<file path="config.mk">
export PLATFORM = sky130hd
export DESIGN_NAME = ultrasonic_echo_ranger_unit_flat
export DESIGN_NICKNAME = d
export VERILOG_FILES = /design/src/rtl/core/uer_pkg.sv /design/src/rtl/core/uer_if.sv /design/src/rtl/core/ultrasonic_echo_ranger_unit.sv /design/src/flat_wrapper.sv
export SDC_FILE = /design/constraint.sdc
export NUM_CORES = 1
export LEC_CHECK = 0
export BUFFER_PORTS_ARGS = -buffer_cell sky130_fd_sc_hd__buf_2
export CAP_MARGIN = 20
export CELL_PAD_IN_SITES_DETAIL_PLACEMENT = 0
export CELL_PAD_IN_SITES_GLOBAL_PLACEMENT = 1
export CORE_ASPECT_RATIO = 0.8
export CORE_MARGIN = 2
export CORE_UTILIZATION = 35
export CTS_CLUSTER_DIAMETER = 120
export DETAILED_ROUTE_END_ITERATION = 10
export PLACE_DENSITY = 0.75
export SYNTH_ARGS = -nofsm -noshare
export SYNTH_HDL_FRONTEND = slang
export SYNTH_SLANG_ARGS = --single-unit
</file>
<file path="constraint.sdc">
create_clock -name clock -period 7.9 [get_ports clock]
set_clock_uncertainty 0.2 [all_clocks]
set_input_delay 0.79 -clock clock [delete_from_list [all_inputs] [get_ports clock]]
set_output_delay 0.79 -clock clock [all_outputs]
set_load 0.02 [all_outputs]
</file>
<file path="src/rtl/core/uer_pkg.sv">
// shared types and constants for the ultrasonic echo ranger
package uer_pkg;

   // register and field widths
   localparam int unsigned DATA_WIDTH   = 16;
   localparam int unsigned CSR_IDX_BITS = 3;

   // register indexes
   typedef enum logic [CSR_IDX_BITS-1:0] {
      CSR_HOLDOFF_US        = 3'd0,
      CSR_TRIGGER_US        = 3'd1,
      CSR_ECHO_TIMEOUT_US   = 3'd2,
      CSR_SCALE_Q16         = 3'd3,
      CSR_NEAR_THRESHOLD_CM = 3'd4
   } csr_index_type;

   // register reset values
   localparam logic [DATA_WIDTH-1:0] HOLDOFF_US_RESET        = 16'd200;
   localparam logic [DATA_WIDTH-1:0] TRIGGER_US_RESET        = 16'd5;
   localparam logic [DATA_WIDTH-1:0] ECHO_TIMEOUT_US_RESET   = 16'd50;
   // 344.8 m/s round trip in cm per us, times 65536
   localparam logic [DATA_WIDTH-1:0] SCALE_Q16_RESET         = 16'd1130;
   localparam logic [DATA_WIDTH-1:0] NEAR_THRESHOLD_CM_RESET = 16'd100;

   // counter saturation and distance cap
   localparam logic [DATA_WIDTH-1:0] COUNT_MAX = 16'hFFFF;
   localparam logic [DATA_WIDTH-1:0] DIST_CAP  = 16'hFFFE;

   // ranging cycle phases
   typedef enum logic [1:0] {
      PH_HOLDOFF = 2'd0,
      PH_TRIGGER = 2'd1,
      PH_WAIT    = 2'd2,
      PH_MEASURE = 2'd3
   } phase_type;

endpackage

</file>
<file path="src/rtl/core/uer_if.sv">
// item channel interfaces for the ultrasonic echo ranger
interface uer_req_if;
   logic valid;
   logic ready;
   logic echo_level;

   modport source (output valid, output echo_level, input ready);
   modport sink   (input valid, input echo_level, output ready);
endinterface

interface uer_rsp_if;
   logic                           valid;
   logic                           ready;
   logic                           drive_enable;
   logic                           drive_level;
   logic                           done_res;
   logic                           no_object;
   logic [uer_pkg::DATA_WIDTH-1:0] distance_cm;
   logic                           near;

   modport source (output valid, output drive_enable, output drive_level, output done_res,
                   output no_object, output distance_cm, output near, input ready);
   modport sink   (input valid, input drive_enable, input drive_level, input done_res,
                   input no_object, input distance_cm, input near, output ready);
endinterface

</file>
<file path="src/rtl/core/ultrasonic_echo_ranger_unit.sv">
// top level of the ultrasonic echo ranger: ranging cycle sequencer and distance scaling
// a tick item is held in the input register and its result item in the result register
// throughput: one tick item per cycle while result items are taken, set by the phase update between
//    the input register and the result register
// reset (synchronous, active high): phase to holdoff, elapsed count and near flag
//    to zero, registers to their default values, both item stages empty
module ultrasonic_echo_ranger_unit (
   input  logic                                 clock,
   input  logic                                 reset,
   uer_req_if.sink                              req_if,
   uer_rsp_if.source                            rsp_if,
   input  logic                                 csr_write_enable,
   input  logic [uer_pkg::CSR_IDX_BITS-1:0]     csr_index,
   input  logic [uer_pkg::DATA_WIDTH-1:0]       csr_write_data
);

   // configuration registers
   logic [uer_pkg::DATA_WIDTH-1:0] holdoff_ff;
   logic [uer_pkg::DATA_WIDTH-1:0] trigger_ff;
   logic [uer_pkg::DATA_WIDTH-1:0] timeout_ff;
   logic [uer_pkg::DATA_WIDTH-1:0] scale_ff;
   logic [uer_pkg::DATA_WIDTH-1:0] threshold_ff;

   // input stage
   logic                           in_valid_ff;
   logic                           in_echo_ff;

   // ranging state
   uer_pkg::phase_type             phase_ff;
   uer_pkg::phase_type             phase_in;
   logic [uer_pkg::DATA_WIDTH-1:0] elapsed_ff;
   logic [uer_pkg::DATA_WIDTH-1:0] elapsed_in;
   logic                           near_ff;
   logic                           near_in;

   // result stage
   logic                           out_valid_ff;
   logic                           den_ff,   den_in;
   logic                           dlv_ff,   dlv_in;
   logic                           done_ff,  done_in;
   logic                           noobj_ff, noobj_in;
   logic [uer_pkg::DATA_WIDTH-1:0] dist_ff,  dist_in;

   // working values
   uer_pkg::phase_type             ph_start;
   logic [uer_pkg::DATA_WIDTH-1:0] el_start;
   logic [uer_pkg::DATA_WIDTH-1:0] el_inc;
   logic [2*uer_pkg::DATA_WIDTH-1:0] product;
   logic [uer_pkg::DATA_WIDTH-1:0] cm_raw;
   logic [uer_pkg::DATA_WIDTH-1:0] cm_capped;
   logic                           advance;

   // pipeline flow: the stage moves when the result slot is free or being taken
   assign advance      = in_valid_ff && (!out_valid_ff || rsp_if.ready);
   assign req_if.ready = !in_valid_ff || advance;

   // configuration writes
   always_ff @(posedge clock) begin
      if (reset) begin
         holdoff_ff   <= uer_pkg::HOLDOFF_US_RESET;
         trigger_ff   <= uer_pkg::TRIGGER_US_RESET;
         timeout_ff   <= uer_pkg::ECHO_TIMEOUT_US_RESET;
         scale_ff     <= uer_pkg::SCALE_Q16_RESET;
         threshold_ff <= uer_pkg::NEAR_THRESHOLD_CM_RESET;
      end else if (csr_write_enable) begin
         case (csr_index)
            uer_pkg::CSR_HOLDOFF_US:        holdoff_ff   <= csr_write_data;
            uer_pkg::CSR_TRIGGER_US:        trigger_ff   <= csr_write_data;
            uer_pkg::CSR_ECHO_TIMEOUT_US:   timeout_ff   <= csr_write_data;
            uer_pkg::CSR_SCALE_Q16:         scale_ff     <= csr_write_data;
            uer_pkg::CSR_NEAR_THRESHOLD_CM: threshold_ff <= csr_write_data;
            default: ;
         endcase
      end
   end

   // input register
   always_ff @(posedge clock) begin
      if (reset) begin
         in_valid_ff <= 1'b0;
      end else if (req_if.ready) begin
         in_valid_ff <= req_if.valid;
      end
   end

   always_ff @(posedge clock) begin
      if (req_if.ready && req_if.valid) begin
         in_echo_ff <= req_if.echo_level;
      end
   end

   // distance scaling: Q0.16 multiply, truncate, cap
   assign product   = {{uer_pkg::DATA_WIDTH{1'b0}}, elapsed_ff}
                    * {{uer_pkg::DATA_WIDTH{1'b0}}, scale_ff};
   assign cm_raw    = product[2*uer_pkg::DATA_WIDTH-1:uer_pkg::DATA_WIDTH];
   assign cm_capped = (cm_raw > uer_pkg::DIST_CAP) ? uer_pkg::DIST_CAP : cm_raw;

   // phase skip for expired holdoff and trigger, then this tick's work
   always_comb begin
      ph_start = phase_ff;
      el_start = elapsed_ff;
      if (ph_start == uer_pkg::PH_HOLDOFF && el_start >= holdoff_ff) begin
         ph_start = uer_pkg::PH_TRIGGER;
         el_start = '0;
      end
      if (ph_start == uer_pkg::PH_TRIGGER && el_start >= trigger_ff) begin
         ph_start = uer_pkg::PH_WAIT;
         el_start = '0;
      end
      el_inc = (el_start == uer_pkg::COUNT_MAX) ? el_start
                                                : el_start + uer_pkg::DATA_WIDTH'(1);

      phase_in   = ph_start;
      elapsed_in = el_inc;
      near_in    = near_ff;
      den_in     = 1'b0;
      dlv_in     = 1'b0;
      done_in    = 1'b0;
      noobj_in   = 1'b0;
      dist_in    = '0;

      case (ph_start)
         uer_pkg::PH_HOLDOFF: begin
         end
         uer_pkg::PH_TRIGGER: begin
            den_in = 1'b1;
            dlv_in = 1'b1;
         end
         uer_pkg::PH_WAIT: begin
            if (in_echo_ff) begin
               phase_in   = uer_pkg::PH_MEASURE;
               elapsed_in = uer_pkg::DATA_WIDTH'(1);
            end else if (el_inc >= timeout_ff) begin
               done_in    = 1'b1;
               noobj_in   = 1'b1;
               phase_in   = uer_pkg::PH_HOLDOFF;
               elapsed_in = '0;
            end
         end
         uer_pkg::PH_MEASURE: begin
            // measure is never skipped into, so elapsed_ff is the echo width here
            if (!in_echo_ff) begin
               dist_in    = cm_capped;
               done_in    = 1'b1;
               near_in    = (cm_capped < threshold_ff);
               phase_in   = uer_pkg::PH_HOLDOFF;
               elapsed_in = '0;
            end
         end
         default: begin
            phase_in   = uer_pkg::PH_HOLDOFF;
            elapsed_in = '0;
         end
      endcase
   end

   // ranging state and result valid
   always_ff @(posedge clock) begin
      if (reset) begin
         phase_ff     <= uer_pkg::PH_HOLDOFF;
         elapsed_ff   <= '0;
         near_ff      <= 1'b0;
         out_valid_ff <= 1'b0;
      end else begin
         if (advance) begin
            phase_ff   <= phase_in;
            elapsed_ff <= elapsed_in;
            near_ff    <= near_in;
         end
         if (advance) begin
            out_valid_ff <= 1'b1;
         end else if (rsp_if.ready) begin
            out_valid_ff <= 1'b0;
         end
      end
   end

   // result payload
   always_ff @(posedge clock) begin
      if (advance) begin
         den_ff   <= den_in;
         dlv_ff   <= dlv_in;
         done_ff  <= done_in;
         noobj_ff <= noobj_in;
         dist_ff  <= dist_in;
      end
   end

   // result channel
   assign rsp_if.valid        = out_valid_ff;
   assign rsp_if.drive_enable = den_ff;
   assign rsp_if.drive_level  = dlv_ff;
   assign rsp_if.done_res     = done_ff;
   assign rsp_if.no_object    = noobj_ff;
   assign rsp_if.distance_cm  = dist_ff;
   assign rsp_if.near         = near_ff;

endmodule

</file>
<file path="src/flat_wrapper.sv">
// flat-port wrapper written by rule: the top's interface ports become plain ports
module ultrasonic_echo_ranger_unit_flat 
  (clock, reset, csr_write_enable, csr_index, csr_write_data, req_if_valid, req_if_echo_level, req_if_ready, rsp_if_valid, rsp_if_drive_enable, rsp_if_drive_level, rsp_if_done_res, rsp_if_no_object, rsp_if_distance_cm, rsp_if_near, rsp_if_ready);
  uer_req_if req_if_i ();
  uer_rsp_if rsp_if_i ();
  input  logic clock;
  input  logic reset;
  input  logic csr_write_enable;
  input  logic [uer_pkg::CSR_IDX_BITS-1:0] csr_index;
  input  logic [uer_pkg::DATA_WIDTH-1:0] csr_write_data;
  input wire logic [$bits(req_if_i.valid)-1:0] req_if_valid;
  input wire logic [$bits(req_if_i.echo_level)-1:0] req_if_echo_level;
  output wire logic [$bits(req_if_i.ready)-1:0] req_if_ready;
  output wire logic [$bits(rsp_if_i.valid)-1:0] rsp_if_valid;
  output wire logic [$bits(rsp_if_i.drive_enable)-1:0] rsp_if_drive_enable;
  output wire logic [$bits(rsp_if_i.drive_level)-1:0] rsp_if_drive_level;
  output wire logic [$bits(rsp_if_i.done_res)-1:0] rsp_if_done_res;
  output wire logic [$bits(rsp_if_i.no_object)-1:0] rsp_if_no_object;
  output wire logic [$bits(rsp_if_i.distance_cm)-1:0] rsp_if_distance_cm;
  output wire logic [$bits(rsp_if_i.near)-1:0] rsp_if_near;
  input wire logic [$bits(rsp_if_i.ready)-1:0] rsp_if_ready;
  assign req_if_i.valid = req_if_valid;
  assign req_if_i.echo_level = req_if_echo_level;
  assign req_if_ready = req_if_i.ready;
  assign rsp_if_valid = rsp_if_i.valid;
  assign rsp_if_drive_enable = rsp_if_i.drive_enable;
  assign rsp_if_drive_level = rsp_if_i.drive_level;
  assign rsp_if_done_res = rsp_if_i.done_res;
  assign rsp_if_no_object = rsp_if_i.no_object;
  assign rsp_if_distance_cm = rsp_if_i.distance_cm;
  assign rsp_if_near = rsp_if_i.near;
  assign rsp_if_i.ready = rsp_if_ready;
  ultrasonic_echo_ranger_unit u_core (.clock(clock), .reset(reset), .req_if(req_if_i), .rsp_if(rsp_if_i), .csr_write_enable(csr_write_enable), .csr_index(csr_index), .csr_write_data(csr_write_data));
endmodule
</file>
==> metrics, run 1 <==
Crit path top cell by count=sky130_fd_sc_hd__fa_1; primary flip-flop cell chosen by synthesis mapping=sky130_fd_sc_hd__dfxtp_1; asr flop ratio synth=0%; area of the die=approximately 45000 um2; clock tree from TritonCTS=built; top library cells by usage in the layout, fill and taps aside=324 x sky130_fd_sc_hd__nand2_1, 305 x sky130_fd_sc_hd__inv_1, 192 x sky130_fd_sc_hd__fa_1, 163 x sky130_fd_sc_hd__ha_1, 138 x sky130_fd_sc_hd__and2_1; Worst setup SP type=flip-flop; post-layout instance area=approximately 17000 um2; Placer Congestion=approximately 0.9; total clock buffers created by CTS=17; worst supply voltage drop on vdd=0.133 mV; clock slew at reported path FFs=approximately 0.06 ns; slowest cell on the critical path=sky130_fd_sc_hd__fa_1; Max Slew Vio Count=0; Leakage Power=8.22 nW; GR Overflow Total=0; number of antenna violations at the first check in global routing=0; most frequent standard cell in the layout excluding fill and tap cells=sky130_fd_sc_hd__nand2_1; count of nets left with antenna violations after detail routing=0; capturing element type of the critical path=flip-flop; depth of the worst register-to-register path=28; fillcell total=4397; Initial Utilization=a little over a third; Crit Path Category=reg -> reg; reported max-cap violation count=0; Slew HR=between 30% and 40%; number of ports placed on the die boundary=between 40 and 50; Area growth syn-to-layout=13.6%; vias in the first global route=around 13000; Bufs on Longest Clock Path=2; uppermost layer routed=met4; synth unique cells=73; Post-Synthesis Mean Instance Area=8.30 um2; wire length of the first global-routing pass=about 72000 um; area used by multi-input combinational logic=between 10000 and 15000 um2; number of hold-slack violations in the final timing report=0; area taken by flip-flops and latches=between 2000 and 3000 um2; power density over the cells=between 90 and 100 nW/um2; run status=finished clean; total placed instance area=16400 um2; CP required=8.02 ns; vias post-DR=about 13000; amount of wire on met2 after detailed routing=approximately 19000 um; RSZ-0062 raised after global routing=true; amount of wire on met3 after detailed routing=approximately 2500 um; aggregate routed wire length=44500 um; drt initial violations=approximately 830; nets=2275; delay of the slowest cell on the worst path=roughly 0.6 ns; combined area of all synthesized cells=approximately 15000 um2; detailed-routing wirelength on met1=21900 um; shortest clock period the worst path allows after layout=around 7.6 ns; area of the core region=~43000 um2; worst min path class=reg -> reg; Syn. warnings=0; GRT Util Overall=about a fifth; number of sinks on the clock net=121; count of mapped cells out of synthesis=roughly 1800; count of state elements after synthesis=around 120; number of enable-type register cells in the synthesized netlist=20; # diodes=0; Detailed Routing Iterations Pass 1=6; Max Clk Rate=~130 MHz; Detailed Place HPWL=between 30000 and 40000 um; source-to-sink clock delay at the later pin of the worst-skew pair=about 0.43 ns; sequential cell area fraction in the yosys report=17.3%; actual slew at the worst max-slew pin=around 1.0 ns; DR vias/cell=about 5.1; hold path depth=2; pin count of the biggest net entering global routing=54; fin crit share=95.9%; fraction of final layout cells sized beyond drive strength 1=between 10% and 20%; CTS H-tree lvls=4; vertical die dimension=approximately 190 um; number of remaining DRC errors=0; Final setup violation count=0; average wire per cell in the routed design=roughly 18 um; CP Max Fanout=8; net count after synthesis=~2200; CTS root buffer=sky130_fd_sc_hd__clkbuf_16; IO buf count=47; number of cell rows=68; floorplan die width=237 um; Fin Setup TNS=0 ns; endpoint arrival time on the critical path=about 7.7 ns
==> cell type report <==
cell class,count,share of cell area [%]
Tap cell,560,4.07
Inverter,306,6.68
Clock inverter,14,1.11
Sequential cell,121,15.3
Multi-Input combinational cell,1304,64.5
Clock buffer,18,2.62
Timing Repair Buffer,142,5.72
==> report_power, final <==
part,internal (mW),switching (mW),leakage (nW)
combinational,0.0465,0.0978,6.90
clock,0.548,0.325,0.316
sequential,0.642,0.0148,1.00
==> path summary, 6_finish.rpt <==
kind                            slack (ns)                  start                    end
worst max-delay path                  0.33    u_core.scale_ff[11]     u_core.rsp_if.near
worst min-delay path                  0.25  u_core.timeout_ff[11]  u_core.timeout_ff[11]
worst max register to register        0.33    u_core.scale_ff[11]     u_core.rsp_if.near
worst min register to register        0.25  u_core.timeout_ff[11]  u_core.timeout_ff[11]
==> cell usage after synthesis (13+ instances only) <==
| master | n | area [um2] |
|---|---|---|
| sky130_fd_sc_hd__dfxtp_1 | 101 | 2020 |
| sky130_fd_sc_hd__nand2_1 | 324 | 1220 |
| sky130_fd_sc_hd__nand3_1 | 27 | 135 |
| sky130_fd_sc_hd__o21ai_0 | 29 | 145 |
| sky130_fd_sc_hd__inv_1 | 305 | 1140 |
| sky130_fd_sc_hd__nand4_1 | 21 | 131 |
| sky130_fd_sc_hd__nor3_1 | 15 | 75.1 |
| sky130_fd_sc_hd__edfxtp_1 | 20 | 601 |
| sky130_fd_sc_hd__ha_1 | 165 | 2060 |
| sky130_fd_sc_hd__and2_1 | 138 | 863 |
| sky130_fd_sc_hd__xnor2_1 | 13 | 114 |
| sky130_fd_sc_hd__a21oi_1 | 119 | 596 |
| sky130_fd_sc_hd__clkbuf_1 | 83 | 312 |
| sky130_fd_sc_hd__a21o_1 | 27 | 203 |
| sky130_fd_sc_hd__nor2b_1 | 18 | 113 |
| sky130_fd_sc_hd__o211ai_1 | 15 | 113 |
| sky130_fd_sc_hd__fa_1 | 193 | 3860 |
| sky130_fd_sc_hd__nor2_1 | 60 | 225 |
==> routing by layer <==
metal  track usage [%]  vias up
met5                 0        -
met1              30.2     6229
li1                  -     5939
met3              3.47       61
met4              5.28        0
met2              31.5      350
==> worst max-delay path: cells and delay by family, from the launching register on <==
kind,cells,cell delay [ns]
compound gates,12,1.82
flops,1,0.60
simple gates,4,0.60
mux,1,0.27
fa+ha+maj,8,3.79
buf+inv,3,0.17
==> stage by stage <==
step | hold WS (ns) | total power [mW] | util, % | worst slack, ns | std cells
2_1_floorplan | 0.236 | 0.746 | - | 0.261 | 1824
3_3_place_gp | 0.243 | 0.809 | 38.3 | 0.0253 | 2429
3_5_place_dp | 0.248 | 0.811 | 38.3 | -0.0144 | 2429
4_1_cts | 0.256 | 1.68 | 39.8 | 0.0169 | 2461
5_1_grt | 0.268 | 1.73 | 40.1 | -0.0961 | 2465
6_report | 0.254 | 1.67 | 40.1 | 0.326 | 2465
==> timing repair <==
action                                  CTS  global route
endpoints found under the setup margin    7            20
resized for setup                         2            38
hold buffers                              0             0
pin swaps                                 0             5
buffers inserted                          0             4
==> kinds of logic (layout without fill, tap and decap cells) <==
kind of cell    Yosys count  after routing  synth area share [%]
buf+inv                 399            480                  10.1
flops                   121            121                  17.3
compound gates          265            265                  11.1
xor+xnor                 22             22                  1.27
fa+ha+maj               358            358                  39.1
mux                       7              7                 0.471
simple gates            652            652                  20.7
==> registers in the layout (all words and copies together) (netlist names) <==
register,flops
u_core.rsp_if.distance_cm,16
u_core.threshold_ff,16
u_core.timeout_ff,16
u_core.in_echo_ff,1
u_core.in_valid_ff,1
u_core.rsp_if.no_object,1
u_core.trigger_ff,16
u_core.scale_ff,16
u_core.phase_ff,2
u_core.rsp_if.done_res,1
u_core.rsp_if.valid,1
u_core.holdoff_ff,16
u_core.rsp_if.near,1
u_core.elapsed_ff,16
u_core.rsp_if.drive_enable,1
(Power assumes the default switching activity.)
==> run 2, diff against run 1 <==
--- a/config.mk
+++ b/config.mk
@@ -5,7 +5,6 @@
 export SDC_FILE = /design/constraint.sdc
 export NUM_CORES = 1
 export LEC_CHECK = 0
-export BUFFER_PORTS_ARGS = -buffer_cell sky130_fd_sc_hd__buf_2
 export CAP_MARGIN = 20
 export CELL_PAD_IN_SITES_DETAIL_PLACEMENT = 0
 export CELL_PAD_IN_SITES_GLOBAL_PLACEMENT = 1
@@ -14,7 +13,8 @@
 export CORE_UTILIZATION = 35
 export CTS_CLUSTER_DIAMETER = 120
 export DETAILED_ROUTE_END_ITERATION = 10
-export PLACE_DENSITY = 0.75
+export DONT_BUFFER_PORTS = 1
+export PLACE_DENSITY = 0.74
 export SYNTH_ARGS = -nofsm -noshare
 export SYNTH_HDL_FRONTEND = slang
 export SYNTH_SLANG_ARGS = --single-unit
==> metrics, run 2 (synthesis gave the netlist of run 1 again) <==
run status=finished clean (unchanged); worst min path class=in -> reg (was reg -> reg); source-to-sink clock delay at the later pin of the worst-skew pair=0.45 ns (was 0.43 ns); Inst Count DP=2377 (was 2429); Detailed Routing Iterations Pass 1=6 (unchanged); wire length of the first global-routing pass=71700 um (was 71900 um); fillcell total=4387 (was 4397); fraction of final layout cells sized beyond drive strength 1=10.1% (was 11.8%); pin count of the biggest net entering global routing=73 (was 54); GR Overflow Total=0 (unchanged); Max Slew Vio Count=0 (unchanged); slowest cell on the critical path=sky130_fd_sc_hd__fa_1 (unchanged); # diodes=0 (unchanged); number of sinks on the clock net=121 (unchanged); reg-to-reg endpoint=u_core.rsp_if.near (unchanged); endpoint arrival time on the critical path=7.67 ns (was 7.69 ns); count of nets left with antenna violations after detail routing=0 (unchanged); number of remaining DRC errors=0 (unchanged); Min-Delay Endpoint=u_core.holdoff_ff[9] (was u_core.timeout_ff[11]); Slew HR=43.6% (was 30.4%); top library cells by usage in the layout, fill and taps aside=323 x sky130_fd_sc_hd__nand2_1, 305 x sky130_fd_sc_hd__inv_1, 187 x sky130_fd_sc_hd__fa_1, 162 x sky130_fd_sc_hd__ha_1, 138 x sky130_fd_sc_hd__and2_1 (was 324 x sky130_fd_sc_hd__nand2_1, 305 x sky130_fd_sc_hd__inv_1, 192 x sky130_fd_sc_hd__fa_1, 163 x sky130_fd_sc_hd__ha_1, 138 x sky130_fd_sc_hd__and2_1); power density over the cells=93.6 nW/um2 (was 97.4 nW/um2); Leakage Power=7.99 nW (was 8.22 nW); vias in the first global route=12600 (was 12800); depth of the worst register-to-register path=29 (was 28); fin crit share=95.2% (was 95.9%); most frequent standard cell in the layout excluding fill and tap cells=sky130_fd_sc_hd__nand2_1 (unchanged); Detailed Place HPWL=35100 um (was 35500 um); average wire per cell in the routed design=18.3 um (was 18.1 um); actual slew at the worst max-slew pin=0.843 ns (was 1.04 ns); number of hold-slack violations in the final timing report=0 (unchanged); total chip power=1.59 mW (was 1.67 mW); CP required=8.05 ns (was 8.02 ns); Max Clk Rate=133 MHz (was 132 MHz); vertical die dimension=190 um (unchanged); total clock buffers created by CTS=17 (unchanged); CP Max Fanout=16 (was 8); number of ports placed on the die boundary=48 (unchanged); worst supply voltage drop on vdd=0.123 mV (was 0.133 mV); area of the die=45000 um2 (unchanged); clock slew at reported path FFs=0.07 ns (was 0.06 ns); reported max-cap violation count=0 (unchanged); Crit path top cell by count=sky130_fd_sc_hd__fa_1 (unchanged); number of cell rows=68 (unchanged); vias post-DR=12300 (was 12600); clock tree from TritonCTS=built (unchanged); Initial Utilization=35.3% (unchanged); Crit Path Category=reg -> reg (unchanged); capturing element type of the critical path=flip-flop (unchanged); Final setup violation count=0 (unchanged); RSZ-0062 raised after global routing=false (was true); Area growth syn-to-layout=12.1% (was 13.6%); count of hold-fix buffers inserted at cts=0 (unchanged); fin cells=2414 (was 2465); aggregate routed wire length=44200 um (was 44500 um); GRT Util Overall=20.7% (was 20.6%); Placer Congestion=0.927 (was 0.902); Hold Startpoint=reset (was u_core.timeout_ff[11]); floorplan die width=237 um (unchanged); Bufs on Longest Clock Path=2 (unchanged); launch point of the worst reg-to-reg path=u_core.elapsed_ff[5] (was u_core.scale_ff[11]); area of the core region=42900 um2 (unchanged); CTS H-tree lvls=4 (unchanged); delay of the slowest cell on the worst path=0.56 ns (was 0.61 ns); number of antenna violations at the first check in global routing=0 (unchanged); Fin Setup TNS=0 ns (unchanged); nets=2224 (was 2275); Worst R2R Setup Slack=0.38 ns (was 0.33 ns); DR vias/cell=5.11 (was 5.10); Worst setup SP type=flip-flop (unchanged); IO buf count=0 (was 47); drt initial violations=917 (was 832); hold path depth=1 (was 2); CTS root buffer=sky130_fd_sc_hd__clkbuf_16 (unchanged); shortest clock period the worst path allows after layout=7.52 ns (was 7.57 ns)
run 2: final cells by class:
class | count | area, um2 | area share, %
clock buffers | 21 | 514 | 3.03
well taps | 560 | 701 | 4.13
repair buffers | 91 | 742 | 4.37
flip-flops and latches | 121 | 2640 | 15.6
clock inverters | 11 | 96.3 | 0.568
inverters | 306 | 1150 | 6.77
multi-input cells | 1304 | 11100 | 65.6
run 2: what timing repair did:
action	CTS	global route
setup buffers	0	4
endpoints found under the setup margin	1	17
hold endpoints to repair	0	0
pin swaps	0	16
gates resized for setup	2	56
cloned	0	0
run 2: routing by layer:
layer	track usage [%]	part of all wire (%)	wire length (um)
met1	30.5	49	21500
met2	31.1	43	18800
met3	3.90	7.1	3150
met4	4.89	1.6	696
met5	0	0	0
run 2: critical path: cells and delay by family, from the launching register on:
| kind | cells | cell delay [ns] |
|---|---|---|
| xor gates and xnor gates | 1 | 0.25 |
| adders and majority gates | 8 | 3.75 |
| buffers and inverters | 6 | 0.48 |
| AOI/OAI and AO/OA | 9 | 1.56 |
| DFF | 1 | 0.34 |
| and+or+nand+nor | 5 | 0.85 |
run 2: worst max-delay path by stage:
| stage | start | end | cells past startpoint |
|---|---|---|---|
| CTS | u_core.scale_ff[5] | u_core.rsp_if.near | 29 |
| global route | u_core.elapsed_ff[5] | u_core.rsp_if.near | 30 |
| floorplan | u_core.elapsed_ff[13] | u_core.rsp_if.near | 31 |
| detailed placement | u_core.elapsed_ff[9] | u_core.rsp_if.near | 29 |
| finish | u_core.elapsed_ff[5] | u_core.rsp_if.near | 29 |
| global placement | u_core.scale_ff[6] | u_core.rsp_if.near | 28 |
run 2: through the flow:
step                      utilization (%)  hold slack [ns]  cell area (um2)  setup WS, ns
after floorplan                         -            0.236            15100         0.261
after global placement               37.6            0.238            16100        0.0633
after detailed placement             37.7            0.241            16100        0.0198
after CTS                            39.1            0.188            16800       0.00322
after global routing                 39.6            0.193            17000        0.0230
final                                39.6            0.207            17000         0.378
run 2: power by group:
| part | switching, mW | leakage [nW] | internal (mW) |
|---|---|---|---|
| combinational | 0.0667 | 6.68 | 0.0411 |
| sequential | 0.0219 | 1.00 | 0.643 |
| clock | 0.341 | 0.306 | 0.475 |
